## config.mk

```make
export PLATFORM = sky130hd
export DESIGN_NAME = remote_debug_packet_deframer_unit
export DESIGN_NICKNAME = d
export VERILOG_FILES = /design/src/rtl/core/rdpd_pkg.sv /design/src/rtl/core/remote_debug_packet_deframer_unit.sv
export SDC_FILE = /design/constraint.sdc
export NUM_CORES = 1
export LEC_CHECK = 0
export ABC_AREA = 1
export BUFFER_PORTS_ARGS = -buffer_cell sky130_fd_sc_hd__buf_2
export CAP_MARGIN = 15
export CORE_AREA = 2 2 91 93
export CTS_BUF_LIST = sky130_fd_sc_hd__clkbuf_8
export CTS_CLUSTER_SIZE = 30
export DETAILED_ROUTE_END_ITERATION = 10
export DIE_AREA = 0 0 93 95
export PLACE_DENSITY = 0.75
export SLEW_MARGIN = 20
export SYNTH_ARGS = -nofsm -noshare
export SYNTH_HDL_FRONTEND = slang
export SYNTH_SLANG_ARGS = --single-unit
```

## constraint.sdc

```tcl
create_clock -name clk -period 3 [get_ports clk]
set_input_delay 0.3 -clock clk [delete_from_list [all_inputs] [get_ports clk]]
set_output_delay 0.3 -clock clk [all_outputs]
set_load 0.02 [all_outputs]
```

## src/rtl/core/rdpd_pkg.sv

```systemverilog
// shared constants, codes and helpers for the remote debug packet deframer
`timescale 1ns / 1ps

package rdpd_pkg;

    localparam int LENGTH_WIDTH_DEFAULT = 12;
    localparam int MAX_LEN_RESET        = 2042;

    localparam int PHASE_W = 3;
    localparam int EVENT_W = 4;

    // lexer phases
    localparam logic [PHASE_W-1:0] PH_IDLE = 3'd0;
    localparam logic [PHASE_W-1:0] PH_DATA = 3'd1;
    localparam logic [PHASE_W-1:0] PH_ESC  = 3'd2;
    localparam logic [PHASE_W-1:0] PH_CS1  = 3'd3;
    localparam logic [PHASE_W-1:0] PH_CS2  = 3'd4;

    // result event codes
    localparam logic [EVENT_W-1:0] EV_FRAMING = 4'd0;
    localparam logic [EVENT_W-1:0] EV_PAYLOAD = 4'd1;
    localparam logic [EVENT_W-1:0] EV_GOOD    = 4'd2;
    localparam logic [EVENT_W-1:0] EV_BADSUM  = 4'd3;
    localparam logic [EVENT_W-1:0] EV_TOOLONG = 4'd4;
    localparam logic [EVENT_W-1:0] EV_ACK     = 4'd5;
    localparam logic [EVENT_W-1:0] EV_NAK     = 4'd6;
    localparam logic [EVENT_W-1:0] EV_INTR    = 4'd7;
    localparam logic [EVENT_W-1:0] EV_REJECT  = 4'd8;

    // protocol characters
    localparam logic [7:0] CH_DOLLAR = 8'h24;
    localparam logic [7:0] CH_HASH   = 8'h23;
    localparam logic [7:0] CH_PLUS   = 8'h2B;
    localparam logic [7:0] CH_MINUS  = 8'h2D;
    localparam logic [7:0] CH_INTR   = 8'h03;
    localparam logic [7:0] CH_ESCAPE = 8'h7D;
    localparam logic [7:0] ESC_XOR   = 8'h20;

    typedef struct packed {
        logic       ok;
        logic [3:0] value;
    } hex_digit_t;

    function automatic hex_digit_t hex_decode(input logic [7:0] b);
        hex_digit_t d;
        d.ok    = 1'b1;
        d.value = 4'd0;
        if (b inside {[8'h30:8'h39]})
        begin
            d.value = 4'(b - 8'h30);
        end
        else if (b inside {[8'h61:8'h66]})
        begin
            d.value = 4'(b - 8'h57);
        end
        else if (b inside {[8'h41:8'h46]})
        begin
            d.value = 4'(b - 8'h37);
        end
        else
        begin
            d.ok = 1'b0;
        end
        return d;
    endfunction

endpackage

```

## src/rtl/core/remote_debug_packet_deframer_unit.sv

```systemverilog
// an accepted byte goes through the input register, then the result register, before its result is out
// throughput: one byte per cycle while out_stall does not hold the result; each byte's lexer
// step is combinational between the input register and the result register
// reset: asynchronous active low; lexer idle, sum, count and overflow cleared,
// length limit back to 2042, both pipeline registers empty
`timescale 1ns / 1ps

module remote_debug_packet_deframer_unit #(
    parameter int LENGTH_WIDTH = rdpd_pkg::LENGTH_WIDTH_DEFAULT
) (
    input  logic                         clk,
    input  logic                         rst_n,

    input  logic                         in_valid,
    output logic                         in_stall,
    input  logic [7:0]                   rx_byte,

    input  logic                         cfg_valid,
    output logic                         cfg_ready,
    input  logic [LENGTH_WIDTH-1:0]      cfg_data,

    output logic                         out_valid,
    input  logic                         out_stall,
    output logic [rdpd_pkg::EVENT_W-1:0] event_res,
    output logic [7:0]                   payload_byte,
    output logic [LENGTH_WIDTH-1:0]      payload_length
);

    // input register
    logic                         in_valid_reg;
    logic [7:0]                   byte_reg;

    // result register
    logic                         out_valid_reg;
    logic [rdpd_pkg::EVENT_W-1:0] event_reg;
    logic [7:0]                   pbyte_reg;
    logic [LENGTH_WIDTH-1:0]      plen_reg;

    // lexer state
    logic [LENGTH_WIDTH-1:0]      max_len_reg;
    logic [rdpd_pkg::PHASE_W-1:0] phase_reg, phase_next;
    logic [7:0]                   sum_reg, sum_next;
    logic [3:0]                   high_nib_reg, high_nib_next;
    logic [LENGTH_WIDTH-1:0]      count_reg, count_next;
    logic                         ovf_reg, ovf_next;

    logic [rdpd_pkg::EVENT_W-1:0] event_next;
    logic [7:0]                   pbyte_next;

    logic                         out_adv;
    logic                         in_adv;
    logic [7:0]                   sum_add;
    logic [7:0]                   data_byte;
    rdpd_pkg::hex_digit_t         digit;

    assign out_adv   = in_valid_reg && (!out_valid_reg || !out_stall);
    assign in_adv    = !in_valid_reg || out_adv;
    assign in_stall  = !in_adv;
    assign cfg_ready = 1'b1;

    assign sum_add   = sum_reg + byte_reg;
    assign data_byte = (phase_reg == rdpd_pkg::PH_ESC) ? (byte_reg ^ rdpd_pkg::ESC_XOR)
                                                       : byte_reg;
    assign digit     = rdpd_pkg::hex_decode(byte_reg);

    always_comb
    begin
        phase_next    = phase_reg;
        sum_next      = sum_reg;
        high_nib_next = high_nib_reg;
        count_next    = count_reg;
        ovf_next      = ovf_reg;
        event_next    = rdpd_pkg::EV_FRAMING;
        pbyte_next    = 8'd0;
        case (phase_reg)
            rdpd_pkg::PH_DATA, rdpd_pkg::PH_ESC:
            begin
                if (phase_reg == rdpd_pkg::PH_DATA && byte_reg == rdpd_pkg::CH_HASH)
                begin
                    // '#' closes the payload and stays out of the sum
                    phase_next = rdpd_pkg::PH_CS1;
                end
                else if (phase_reg == rdpd_pkg::PH_DATA && byte_reg == rdpd_pkg::CH_ESCAPE)
                begin
                    sum_next   = sum_add;
                    phase_next = rdpd_pkg::PH_ESC;
                end
                else
                begin
                    sum_next   = sum_add;
                    phase_next = rdpd_pkg::PH_DATA;
                    if (count_reg >= max_len_reg)
                    begin
                        ovf_next   = 1'b1;
                        event_next = rdpd_pkg::EV_TOOLONG;
                    end
                    else
                    begin
                        count_next = count_reg + 1'b1;
                        event_next = rdpd_pkg::EV_PAYLOAD;
                        pbyte_next = data_byte;
                    end
                end
            end
            rdpd_pkg::PH_CS1:
            begin
                if (!digit.ok)
                begin
                    event_next = rdpd_pkg::EV_REJECT;
                end
                else
                begin
                    high_nib_next = digit.value;
                    phase_next    = rdpd_pkg::PH_CS2;
                end
            end
            rdpd_pkg::PH_CS2:
            begin
                if (!digit.ok)
                begin
                    event_next = rdpd_pkg::EV_REJECT;
                end
                else
                begin
                    if (ovf_reg)
                    begin
                        event_next = rdpd_pkg::EV_TOOLONG;
                    end
                    else if ({high_nib_reg, digit.value} == sum_reg)
                    begin
                        event_next = rdpd_pkg::EV_GOOD;
                    end
                    else
                    begin
                        event_next = rdpd_pkg::EV_BADSUM;
                    end
                    phase_next = rdpd_pkg::PH_IDLE;
                end
            end
            default:
            begin
                // idle, and any stray phase code
                phase_next = rdpd_pkg::PH_IDLE;
                case (byte_reg)
                    rdpd_pkg::CH_DOLLAR:
                    begin
                        sum_next   = 8'd0;
                        count_next = '0;
                        ovf_next   = 1'b0;
                        phase_next = rdpd_pkg::PH_DATA;
                    end
                    rdpd_pkg::CH_PLUS:  event_next = rdpd_pkg::EV_ACK;
                    rdpd_pkg::CH_MINUS: event_next = rdpd_pkg::EV_NAK;
                    rdpd_pkg::CH_INTR:  event_next = rdpd_pkg::EV_INTR;
                    default:            event_next = rdpd_pkg::EV_REJECT;
                endcase
            end
        endcase
    end

    always_ff @(posedge clk or negedge rst_n)
    begin
        if (!rst_n)
        begin
            in_valid_reg  <= 1'b0;
            out_valid_reg <= 1'b0;
            max_len_reg   <= LENGTH_WIDTH'(rdpd_pkg::MAX_LEN_RESET);
            phase_reg     <= rdpd_pkg::PH_IDLE;
            sum_reg       <= 8'd0;
            high_nib_reg  <= 4'd0;
            count_reg     <= '0;
            ovf_reg       <= 1'b0;
        end
        else
        begin
            if (cfg_valid && cfg_ready)
            begin
                max_len_reg <= cfg_data;
            end
            if (in_adv)
            begin
                in_valid_reg <= in_valid;
            end
            if (out_adv)
            begin
                out_valid_reg <= 1'b1;
                phase_reg     <= phase_next;
                sum_reg       <= sum_next;
                high_nib_reg  <= high_nib_next;
                count_reg     <= count_next;
                ovf_reg       <= ovf_next;
            end
            else if (!out_stall)
            begin
                out_valid_reg <= 1'b0;
            end
        end
    end

    // payload registers
    always_ff @(posedge clk)
    begin
        if (in_adv && in_valid)
        begin
            byte_reg <= rx_byte;
        end
        if (out_adv)
        begin
            event_reg <= event_next;
            pbyte_reg <= pbyte_next;
            plen_reg  <= count_next;
        end
    end

    assign out_valid      = out_valid_reg;
    assign event_res      = event_reg;
    assign payload_byte   = pbyte_reg;
    assign payload_length = plen_reg;

endmodule
```

==> summary.md, run 1 <==
| Metric | Value |
|---|---|
| CP Buf/Inv Count | 3 |
| Layout cells sized above 1 | 0.1744 |
| Mapped Avg Cell Area | 8.466 um2 |
| Slew Limit Fails | 0 |
| Total Routed Length | 9.012 mm |
| # setup viols final | 0 |
| Core area | 0.007928 mm2 |
| Ports | 52 |
| Worst rel slew slack | 0.3548 |
| Main synth FF type | dfrtp_1 |
| Number of diodes | 0 |
| Fin cells | 667 |
| Synth Cell Area | 0.004242 mm2 |
| Critical path class | flop to flop |
| Clock Skew | 0.01156 ns |
| CP max stage cell | dfstp_2 |
| CP max stage delay | 0.52 ns |
| Worst Tran Pin Value | 0.9678 ns |
| Wire length on met2 | 4.159 mm |
| GR Overflow Total | 0 |
| Drt drc | 0 |
| Worst Path Required | 3.24 ns |
| Initial core utilization | 0.5350 |
| Setup TNS | 0 ns |
| Port-buffer cells | 50 |
| Post-synthesis sequential area ratio | 0.4770 |
| Post-Synthesis Cells | 501 |
| CP Launch Point | max_len_reg[7]$_DFFE_PN1P_ |
| Die span in x | 93 um |
| Unrepaired setup endpoints after global routing | no |
| # hold bufs at CTS | 0 |
| Clock-pin slew on the worst setup and hold paths | 0.08 ns |
| Yosys cell types | 47 |
| P&R area growth vs syn | 12.95% |
| Placed Cells | 651 |
| Crit Reg-Reg Startpoint | max_len_reg[7]$_DFFE_PN1P_ |
| GRT Util Overall | 0.2179 |
| Worst vdd rail ir drop | 0.3416 mV |
| Arrival @ worst endpoint | 2.80 ns |
| Nets | 607 |
| Vias in the first global route | 3239 |
| Clock Tree Buf Depth | 2 |
| Asr flop ratio synth | 0.5676 |
| FP Rows | 33 |
| Via count | 3535 |
| Status | finished, final reports clean |
| Part of the cycle the worst path needs | 0.8535 |
| Crit Path Max Fanout | 18 |
| Worst-path cell chain | inv_1 -> ha_1 -> nand2_1 -> inv_1 -> nand2_1 -> nand2_1 -> nand2_1 -> nand4_1 -> nor2_4 -> nand2_2 -> o21bai_1 -> nand2_1 -> inv_1 |
| Register bit count reported by yosys | 74 |
| Worst skew pair latency | 0.37 ns |
| Initial antenna violation count | 0 |
| Pre-CTS setup slack | 0.4870 ns |
| Crit path max-delay family | simple AND/OR/NAND/NOR gates |
| Top Layer Used | met4 |
| Die Y | 95 um |
| DIE AREA | 0.008835 mm2 |
| FMAX | 390.6 MHz |
| DR pass1 iterations | 5 |
| Min Tclk post-route | 2.560 ns |
| CTS Buf Count | 9 |
| Most used cell, CP | nand2_1 |
| Clk sinks | 74 |
| Cts repair resizes | 0 |
| WL/cell | 13.51 um |
| Placer Congestion | 0.9036 |
| Hold Crit Class | input pin to asynchronous set/reset pin |
| Leak | 2.351 nW |
| Global-route wire length before repair | 14.86 mm |
| Met1 Routed Length | 4.119 mm |
| Routed length on met3 | 510 um |
| Setup bufs post-CTS | 0 |
| 1st-iter DRT viols | 313 |
| Fin. Hold Viols | 0 |
| Number of synthesized flops with an enable pin | 32 |
| CTS tree | done |
| Commonest non-fill, non-tap cell in the layout | nand2_1 |
| Post-DP HPWL | 6.618 mm |
| Synth Warn # | 0 |
| Most frequent cells in the layout | nand2_1, inv_1, buf_2 |
| Post-synth net total | 551 |
| H-tree depth | 3 |
| Largest net degree at the start of global routing | 43 |
| Worst setup EP type | flop |
| Clock Root Buffer | clkbuf_8 |
| Pwr Density | 811.8 mW/mm2 |
| Critical path startpoint category | flop |
| Maxcap violations | 0 |
| Final WS setup | 0.4396 ns |
| Vias per cell | 5.300 |
| Post-route ant nets | 0 |
-- synthesized netlist by cell type (2+ instances only) --
cell / n / area, um2
nor2_1: 40 / 150.1
dfrtp_1: 33 / 825.8
ha_1: 24 / 300.3
inv_2: 3 / 11.26
nor3_1: 6 / 30.03
o22ai_1: 2 / 12.51
nand2_4: 3 / 33.78
mux2_2: 3 / 33.78
nor4_1: 3 / 18.77
dfstp_2: 9 / 236.5
o21ai_1: 4 / 20.02
o21ai_0: 38 / 190.2
o211ai_1: 2 / 15.01
xor2_1: 4 / 35.03
nand3_1: 44 / 220.2
nand4_1: 5 / 31.28
inv_1: 70 / 262.8
clkbuf_1: 3 / 11.26
xnor2_1: 5 / 43.79
a21oi_1: 11 / 55.05
o31ai_2: 2 / 25.02
nand2_1: 131 / 491.7
edfxtp_1: 32 / 960.9
-- path summary, 6_finish.rpt --
check,end,slack (ns),cells past startpoint
max,payload_length[2]$_DFFE_PP_,0.44,13
min,count_reg[9]$_DFFE_PN0P_,0.09,1
max reg2reg,payload_length[2]$_DFFE_PP_,0.44,13
min reg2reg,out_valid$_DFFE_PN0P_,0.48,2
max in group asynchronous,phase_reg[2]$_DFFE_PN0P_,2.32,1
min in group clk,byte_reg[7]$_DFFE_PP_,0.11,1
-- area by class of cell --
| type | count | area, um2 |
|---|---|---|
| fill | 696 | 3137 |
| sequential | 74 | 2023 |
| multi-input combinational | 346 | 1896 |
| inverter | 75 | 289.0 |
| timing repair buffer | 51 | 257.7 |
| tap | 105 | 131.4 |
| clock buffer | 9 | 123.9 |
| clock inverter | 7 | 70.07 |
-- power breakdown --
part / leakage, nW / switching, mW / total [mW] / internal, mW
sequential: 0.826 / 0.198 / 1.56 / 1.36
combinational: 1.44 / 1.02 / 1.56 / 0.538
clock: 0.0873 / 0.391 / 0.771 / 0.380
total: 2.35 / 1.61 / 3.89 / 2.28
-- layer usage --
metal,track usage,vias to the layer above
li1,-,1756
met4,0.1017,0
met3,0.03432,21
met2,0.3496,123
met5,0,-
met1,0.2918,1635
-- kinds of logic (layout without fill, tap and decap cells) --
| group | Yosys count | count (layout) | share of synthesized area |
|---|---|---|---|
| AO/OA/AOI/OAI | 67 | 67 | 0.09145 |
| XOR/XNOR | 9 | 9 | 0.01858 |
| adder cells (fa/ha/maj) | 25 | 25 | 0.07552 |
| buffers and inverters | 81 | 142 | 0.07611 |
| flip-flops | 74 | 74 | 0.4770 |
| multiplexers | 3 | 3 | 0.007964 |
| other | 1 | 1 | 0.0008841 |
| AND/OR/NAND/NOR | 241 | 241 | 0.2525 |
-- stage by stage --
step / area, um2 / utilization / power (mW) / hold slack (ns)
floorplan: 4242 / - / 2.703 / 0.004409
global placement: 4597 / 0.5799 / 3.034 / 0.4621
detailed placement: 4597 / 0.5799 / 3.108 / 0.4742
CTS: 4791 / 0.6043 / 3.894 / 0.1046
global route: 4791 / 0.6043 / 4.177 / 0.1056
finish: 4791 / 0.6043 / 3.889 / 0.08717
No activity file was read; power rests on OpenSTA's default activity.
==> run 2: changes to the inputs <==
--- a/config.mk
+++ b/config.mk
@@ -8,12 +8,14 @@
 export ABC_AREA = 1
 export BUFFER_PORTS_ARGS = -buffer_cell sky130_fd_sc_hd__buf_2
 export CAP_MARGIN = 15
-export CORE_AREA = 2 2 91 93
+export CELL_PAD_IN_SITES_DETAIL_PLACEMENT = 0
+export CELL_PAD_IN_SITES_GLOBAL_PLACEMENT = 2
+export CORE_AREA = 2 2 112 114
 export CTS_BUF_LIST = sky130_fd_sc_hd__clkbuf_8
 export CTS_CLUSTER_SIZE = 30
 export DETAILED_ROUTE_END_ITERATION = 10
-export DIE_AREA = 0 0 93 95
-export PLACE_DENSITY = 0.75
+export DIE_AREA = 0 0 114 116
+export PLACE_DENSITY_LB_ADDON = 0.1
 export SLEW_MARGIN = 20
 export SYNTH_ARGS = -nofsm -noshare
 export SYNTH_HDL_FRONTEND = slang
==> run 2 against run 1 <==
Against the previous run:
- clock skew shrank 0.0042 ns
- worst setup slack gained 0.13 ns
- critical endpoint unchanged
- cell area up 0.68%
==> summary.md, run 2 (synthesized netlist as in run 1, its figures left out) <==
| Metric | Value |
|---|---|
| Status | finished, final reports clean |
| Initial antenna violation count | 0 (unchanged) |
| Clock Tree Buf Depth | 2 (unchanged) |
| CTS Buf Count | 9 (unchanged) |
| Worst-path cell chain | inv_1 -> ha_1 -> a21oi_1 -> nand2_1 -> nand2_1 -> nand4_1 -> nor2_4 -> nand2_2 -> o21bai_1 -> nand2_1 -> inv_1 |
| R2R cell count | 11 (-2) |
| Clock Root Buffer | clkbuf_8 |
| RR Endpoint | payload_length[2]$_DFFE_PP_ |
| GRT Util Overall | 0.1709 (-0.04697) |
| Placed Cells | 695 (+6.8%) |
| Commonest non-fill, non-tap cell in the layout | nand2_1 |
| Net Switching | 1.599 mW (-0.78%) |
| Placer Congestion | 0.8035 (-11%) |
| Worst skew pair latency | 0.37 ns (about the same) |
| CTS tree | done |
| DIE AREA | 0.01322 mm2 (+50%) |
| 1st-iter DRT viols | 155 (-50%) |
| Number of diodes | 0 (unchanged) |
| Largest net degree at the start of global routing | 33 (-23%) |
| Die span in x | 114 um (+23%) |
| Ports | 52 (unchanged) |
| Vias per cell | 4.705 (-11%) |
| H-tree depth | 3 (unchanged) |
| Fillers | 1248 (+79%) |
| Leak | 2.368 nW (+0.76%) |
| Critical path startpoint category | flop |
| DP Area | 0.004669 mm2 (+1.6%) |
| Crit Path Max Fanout | 18 (unchanged) |
| GR Overflow Total | 0 (unchanged) |
| CP max stage cell | dfstp_2 |
| Worst Tran Pin Value | 0.8242 ns (-0.1436 ns) |
| # setup viols final | 0 (unchanged) |
| Nets | 609 (+0.33%) |
| CP max stage delay | 0.52 ns (about the same) |
| Crit Reg-Reg Startpoint | max_len_reg[3]$_DFFE_PN1P_ |
| Arrival @ worst endpoint | 2.68 ns (-0.12 ns) |
| Cts repair resizes | 0 (unchanged) |
| Design Power | 3.787 mW (-2.6%) |
| Slew Limit Fails | 0 (unchanged) |
| FMAX | 410.7 MHz (+5.1%) |
| Fin cells | 711 (+6.6%) |
| WL/cell | 14.48 um (+7.2%) |
| Port-buffer cells | 50 (unchanged) |
| Sw frac | 0.4223 (+0.007885) |
| Critical path class | flop to flop |
| Maxcap violations | 0 (unchanged) |
| Worst setup EP type | flop |
| Finished layout cell area | 0.004823 mm2 (+0.68%) |
| Total Routed Length | 10.29 mm (+14%) |
| Clk pwr share | 0.174 (-0.024) |
| Fin. Hold Viols | 0 (unchanged) |
| Pwr Density | 785.1 mW/mm2 (-3.3%) |
| Hold Crit Class | input pin to asynchronous set/reset pin |
| DR pass1 iterations | 4 (-1) |
| Post-route ant nets | 0 (unchanged) |
| Final Core Density | 0.4049 (-0.1994) |
| Pre-CTS setup slack | 0.5657 ns (+0.07870 ns) |
| Post-DP HPWL | 7.727 mm (+17%) |
| WHS | 0.02232 ns (-0.06485 ns) |
| Most used cell, CP | nand2_1 |
| Setup TNS | 0 ns (unchanged) |
| Flop pwr share | 0.412 (+0.011) |
| Clk sinks | 74 (unchanged) |
| Min Tclk post-route | 2.435 ns (-0.1253 ns) |
| Final WS setup | 0.5649 ns (+0.1253 ns) |
| Global-route wire length before repair | 17.06 mm (+15%) |
| Part of the cycle the worst path needs | 0.8117 (-0.04177) |
| Vias in the first global route | 3277 (+1.2%) |
| Combinational share of power | 0.414 (+0.013) |
| Pint | 2.188 mW (-3.9%) |
| Initial core utilization | 0.3561 (-0.1789) |
| Worst Path Required | 3.25 ns (about the same) |
| Worst vdd rail ir drop | 0.2958 mV (-13%) |
| P&R area growth vs syn | 13.72% |
| Core area | 0.01191 mm2 (+50%) |
| Setup bufs post-CTS | 0 (unchanged) |
| Flop2flop setup slack | 0.56 ns (+0.13 ns) |
| FF+latch area | 0.002023 mm2 (unchanged) |
| Unrepaired setup endpoints after global routing | no |
| Clock-pin slew on the worst setup and hold paths | 0.07 ns (about the same) |
| FP Rows | 40 (+21%) |
| # hold bufs at CTS | 0 (unchanged) |
| Most frequent cells in the layout | nand2_1, inv_1, buf_2 |
| Via count | 3345 (-5.4%) |
| Clock Skew | 0.007331 ns (-0.004229 ns) |
| Layout cells sized above 1 | 0.1702 (-0.004164) |
| Worst rel slew slack | 0.4505 (+0.09573) |
| Drt drc | 0 (unchanged) |
| Die Y | 116 um (+22%) |
| Area of the multi-input gates | 0.001901 mm2 (+0.26%) |
run 2: cell types whose count changed in the layout (fill, tap and decap cells not counted), sizes merged:
| cell | previous run | this run |
|---|---|---|
| clkinvlp | 4 | 0 |
| clkinv | 3 | 5 |
| bufinv | 1 | 0 |
| buf | 51 | 53 |
| inv | 74 | 77 |
run 2: worst max path at each step:
| stage | to | cells past startpoint | from |
|---|---|---|---|
| finish | payload_length[2]$_DFFE_PP_ | 11 | max_len_reg[3]$_DFFE_PN1P_ |
| global route | payload_length[2]$_DFFE_PP_ | 11 | max_len_reg[3]$_DFFE_PN1P_ |
| CTS | payload_length[2]$_DFFE_PP_ | 11 | max_len_reg[6]$_DFFE_PN1P_ |
| detailed placement | payload_length[2]$_DFFE_PP_ | 11 | max_len_reg[3]$_DFFE_PN1P_ |
| global placement | payload_length[2]$_DFFE_PP_ | 11 | byte_reg[1]$_DFFE_PP_ |
| floorplan | high_nib_reg[1]$_DFFE_PN0P_ | 5 | out_valid$_DFFE_PN0P_ |
run 2: area by class of cell:
class                           instances  area share
Clock buffer                            9     0.02568
Clock inverter                          7    0.006226
Inverter                               75     0.05992
Multi-Input combinational cell        346      0.3940
Sequential cell                        74      0.4195
Tap cell                              147     0.03813
Timing Repair Buffer                   53     0.05655
run 2: worst max-delay path: cells and delay by family, from the launching register on:
family	cells	cell delay, ns
compound gates	2	0.43
simple gates	6	0.98
fa+ha+maj	1	0.30
buf+inv	2	0.09
flops	1	0.52
run 2: power by group through the flow:
stage | registers (mW) | clock network (mW) | logic (mW)
after floorplan | 1.63 | 0 | 1.07
after global placement | 1.58 | 0 | 1.56
after detailed placement | 1.58 | 0 | 1.58
after CTS | 1.56 | 0.692 | 1.59
after global routing | 1.60 | 0.733 | 1.82
final | 1.56 | 0.661 | 1.57
run 2: per-layer routing:
| layer | part of all wire | track usage |
|---|---|---|
| met2 | 0.41 | 0.2492 |
| met3 | 0.023 | 0.02981 |
| met1 | 0.54 | 0.2493 |
| met5 | 0 | 0 |
| met4 | 0.020 | 0.07398 |
==> run 3: changes to the inputs <==
==> constraint.sdc (replaced) <==
create_clock -name clk -period 2.4 [get_ports clk]
set_input_delay 0.24 -clock clk [delete_from_list [all_inputs] [get_ports clk]]
set_output_delay 0.24 -clock clk [all_outputs]
set_load 0.02 [all_outputs]
==> run 3 against run 2 <==
Against the previous run:
- clock power grew 62%
- global-route usage down 0.10 points
- sequential share of layout area is 1.6 points lower
- critical path depth stayed put
- hold slack got worse by 0.017 ns
- first-iteration DRC count increased by 57%
- clock-buffer cell count did not move
- core utilization grew 1.6 points
- via count increased by 2.9%
- final cell count is 2.1% higher
- worst setup slack lost 0.44 ns
- non-clock buffer count up 15
- critical endpoint is now payload_length[3]$_DFFE_PP_
==> summary.md, run 3 (synthesized netlist as in run 1, its figures left out) <==
| Metric | Value |
|---|---|
| Worst Path Required | 2.63 ns (-0.62 ns) |
| CP max stage delay | 0.52 ns (about the same) |
| Finished layout cell area | 0.005010 mm2 (+3.9%) |
| Total Routed Length | 10.39 mm (+0.88%) |
| DIE AREA | 0.01322 mm2 (unchanged) |
| Final WS setup | 0.1248 ns (-0.4401 ns) |
| Die span in x | 114 um (unchanged) |
| Clock-pin slew on the worst setup and hold paths | 0.08 ns (about the same) |
| Net Switching | 2.029 mW (+27%) |
| Post-DP HPWL | 7.949 mm (+2.9%) |
| Placer Congestion | 0.8092 (+0.71%) |
| Flop2flop setup slack | 0.12 ns (-0.44 ns) |
| Worst setup EP type | flop |
| Setup bufs post-CTS | 0 (unchanged) |
| Fin cells | 726 (+2.1%) |
| Status | finished, final reports clean |
| RR Endpoint | payload_length[3]$_DFFE_PP_ |
| Global-route wire length before repair | 17.06 mm (about the same) |
| Setup TNS | 0 ns (unchanged) |
| Most frequent cells in the layout | nand2_1, inv_1, buf_2 |
| Die Y | 116 um (unchanged) |
| Combinational share of power | 0.407 (-0.007) |
| Placed Cells | 710 (+2.2%) |
| Drt drc | 0 (unchanged) |
| Critical path startpoint category | flop |
| Core area | 0.01191 mm2 (unchanged) |
| Maxcap violations | 0 (unchanged) |
| CP Buf/Inv Count | 3 (+1) |
| Crit Path Max Fanout | 18 (unchanged) |
| Clock Skew | 0.01361 ns (+0.006280 ns) |
| Part of the cycle the worst path needs | 0.9480 (+0.1363) |
| 1st-iter DRT viols | 243 (+57%) |
| Layout cells sized above 1 | 0.2003 (+0.03013) |
| Number of diodes | 0 (unchanged) |
| CP max stage cell | dfstp_2 |
| Vias in the first global route | 3228 (-1.5%) |
| Clock Root Buffer | clkbuf_8 |
| GR Overflow Total | 0 (unchanged) |
| Crit path max-delay family | simple AND/OR/NAND/NOR gates |
| Worst-path cell chain | inv_1 -> ha_1 -> a21oi_1 -> nand2_1 -> nand2_1 -> nand4_1 -> nor2_4 -> buf_12 -> inv_1 -> o21ai_0 -> and2_1 |
| Crit Reg-Reg Startpoint | max_len_reg[3]$_DFFE_PN1P_ |
| WL/cell | 14.30 um (-1.2%) |
| Pwr Density | 1013 mW/mm2 (+29%) |
| Slew Limit Fails | 0 (unchanged) |
| CTS tree | done |
| Worst Tran Pin Value | 0.9111 ns (+0.08686 ns) |
| FP Rows | 40 (unchanged) |
| Final Core Density | 0.4206 (+0.01565) |
| Arrival @ worst endpoint | 2.51 ns (-0.17 ns) |
| Pint | 3.046 mW (+39%) |
| Ports | 52 (unchanged) |
| Clock Tree Buf Depth | 2 (unchanged) |
| Initial antenna violation count | 0 (unchanged) |
| H-tree depth | 3 (unchanged) |
| Worst skew pair latency | 0.36 ns (about the same) |
| Min Tclk post-route | 2.275 ns (-0.1599 ns) |
| Leak | 2.463 nW (+4.0%) |
| Largest net degree at the start of global routing | 37 (+12%) |
| CTS Buf Count | 9 (unchanged) |
| Hold Crit Class | input pin to asynchronous set/reset pin |
| GRT Util Overall | 0.1699 (-0.001004) |
| # setup viols final | 0 (unchanged) |
| Critical path class | flop to flop |
| Flop pwr share | 0.382 (-0.030) |
| Vias per cell | 4.742 (+0.80%) |
| R2R cell count | 11 (unchanged) |
| Sw frac | 0.3998 (-0.02249) |
| Commonest non-fill, non-tap cell in the layout | nand2_1 |
| DP Area | 0.004795 mm2 (+2.7%) |
| Worst rel slew slack | 0.3926 (-0.05791) |
| Pre-CTS setup slack | 0.1472 ns (-0.4185 ns) |
| Post-route ant nets | 0 (unchanged) |
| Clk pwr share | 0.211 (+0.037) |
| Port-buffer cells | 50 (unchanged) |
| Nets | 624 (+2.5%) |
| P&R area growth vs syn | 18.11% |
| Unrepaired setup endpoints after global routing | no |
| Initial core utilization | 0.3561 (unchanged) |
| DR pass1 iterations | 4 (unchanged) |
| Fin. Hold Viols | 0 (unchanged) |
| FMAX | 439.5 MHz (+7.0%) |
| Via count | 3443 (+2.9%) |
| Clk sinks | 74 (unchanged) |
| Worst vdd rail ir drop | 0.3664 mV (+24%) |
run 3: timing repair:
item	4_1_cts	5_1_grt
setup endpoints to repair	0	1
hold buffers	0	0
resized for setup	0	2
run 3: area by class of cell:
cell class / instances / area (um2)
Multi-Input combinational cell: 346 / 1906
Sequential cell: 74 / 2023
Inverter: 75 / 289.0
Fill cell: 1234 / 6902
Tap cell: 147 / 183.9
Timing Repair Buffer: 68 / 397.9
Clock buffer: 9 / 123.9
Clock inverter: 7 / 86.33
run 3: how the worst max path moves through the flow:
stage | start | endpoint | slack (ns) | cells past startpoint
CTS | max_len_reg[3]$_DFFE_PN1P_ | payload_length[9]$_DFFE_PP_ | 0.15 | 11
detailed placement | max_len_reg[3]$_DFFE_PN1P_ | payload_length[9]$_DFFE_PP_ | 0.15 | 11
finish | max_len_reg[3]$_DFFE_PN1P_ | payload_length[3]$_DFFE_PP_ | 0.12 | 11
floorplan | out_valid$_DFFE_PN0P_ | high_nib_reg[1]$_DFFE_PN0P_ | 0.20 | 5
global placement | max_len_reg[3]$_DFFE_PN1P_ | payload_length[9]$_DFFE_PP_ | 0.19 | 11
global route | max_len_reg[3]$_DFFE_PN1P_ | payload_length[3]$_DFFE_PP_ | 0.008 | 13
run 3: metrics by stage:
stage,total power [mW],hold slack (ns)
global route,5.535,0.01922
finish,5.075,0.005493
global placement,4.046,0.4169
detailed placement,4.055,0.4185
floorplan,3.379,-0.05559
CTS,5.151,0.02070
run 3: per-layer routing:
layer | global-route usage | share of wire | up-vias
met5 | 0 | 0 | -
li1 | - | - | 1784
met1 | 0.2629 | 0.53 | 1575
met4 | 0.06179 | 0.014 | 0
met2 | 0.2337 | 0.41 | 72
met3 | 0.03190 | 0.043 | 12
run 3: worst reg2reg max path, cell delays in order (launching register included):
cell	delay, ns
dfstp_2	0.52
inv_1	0.06
ha_1	0.31
a21oi_1	0.20
nand2_1	0.07
nand2_1	0.05
nand4_1	0.15
nor2_4	0.15
buf_12	0.15
inv_1	0.06
o21ai_0	0.26
and2_1	0.17
run 3: power groups by stage:
stage	logic (mW)	clock network, mW	registers (mW)
floorplan	1.34	0	2.04
global placement	2.08	0	1.97
detailed placement	2.09	0	1.97
CTS	2.10	1.11	1.94
global route	2.38	1.17	1.98
finish	2.07	1.07	1.94
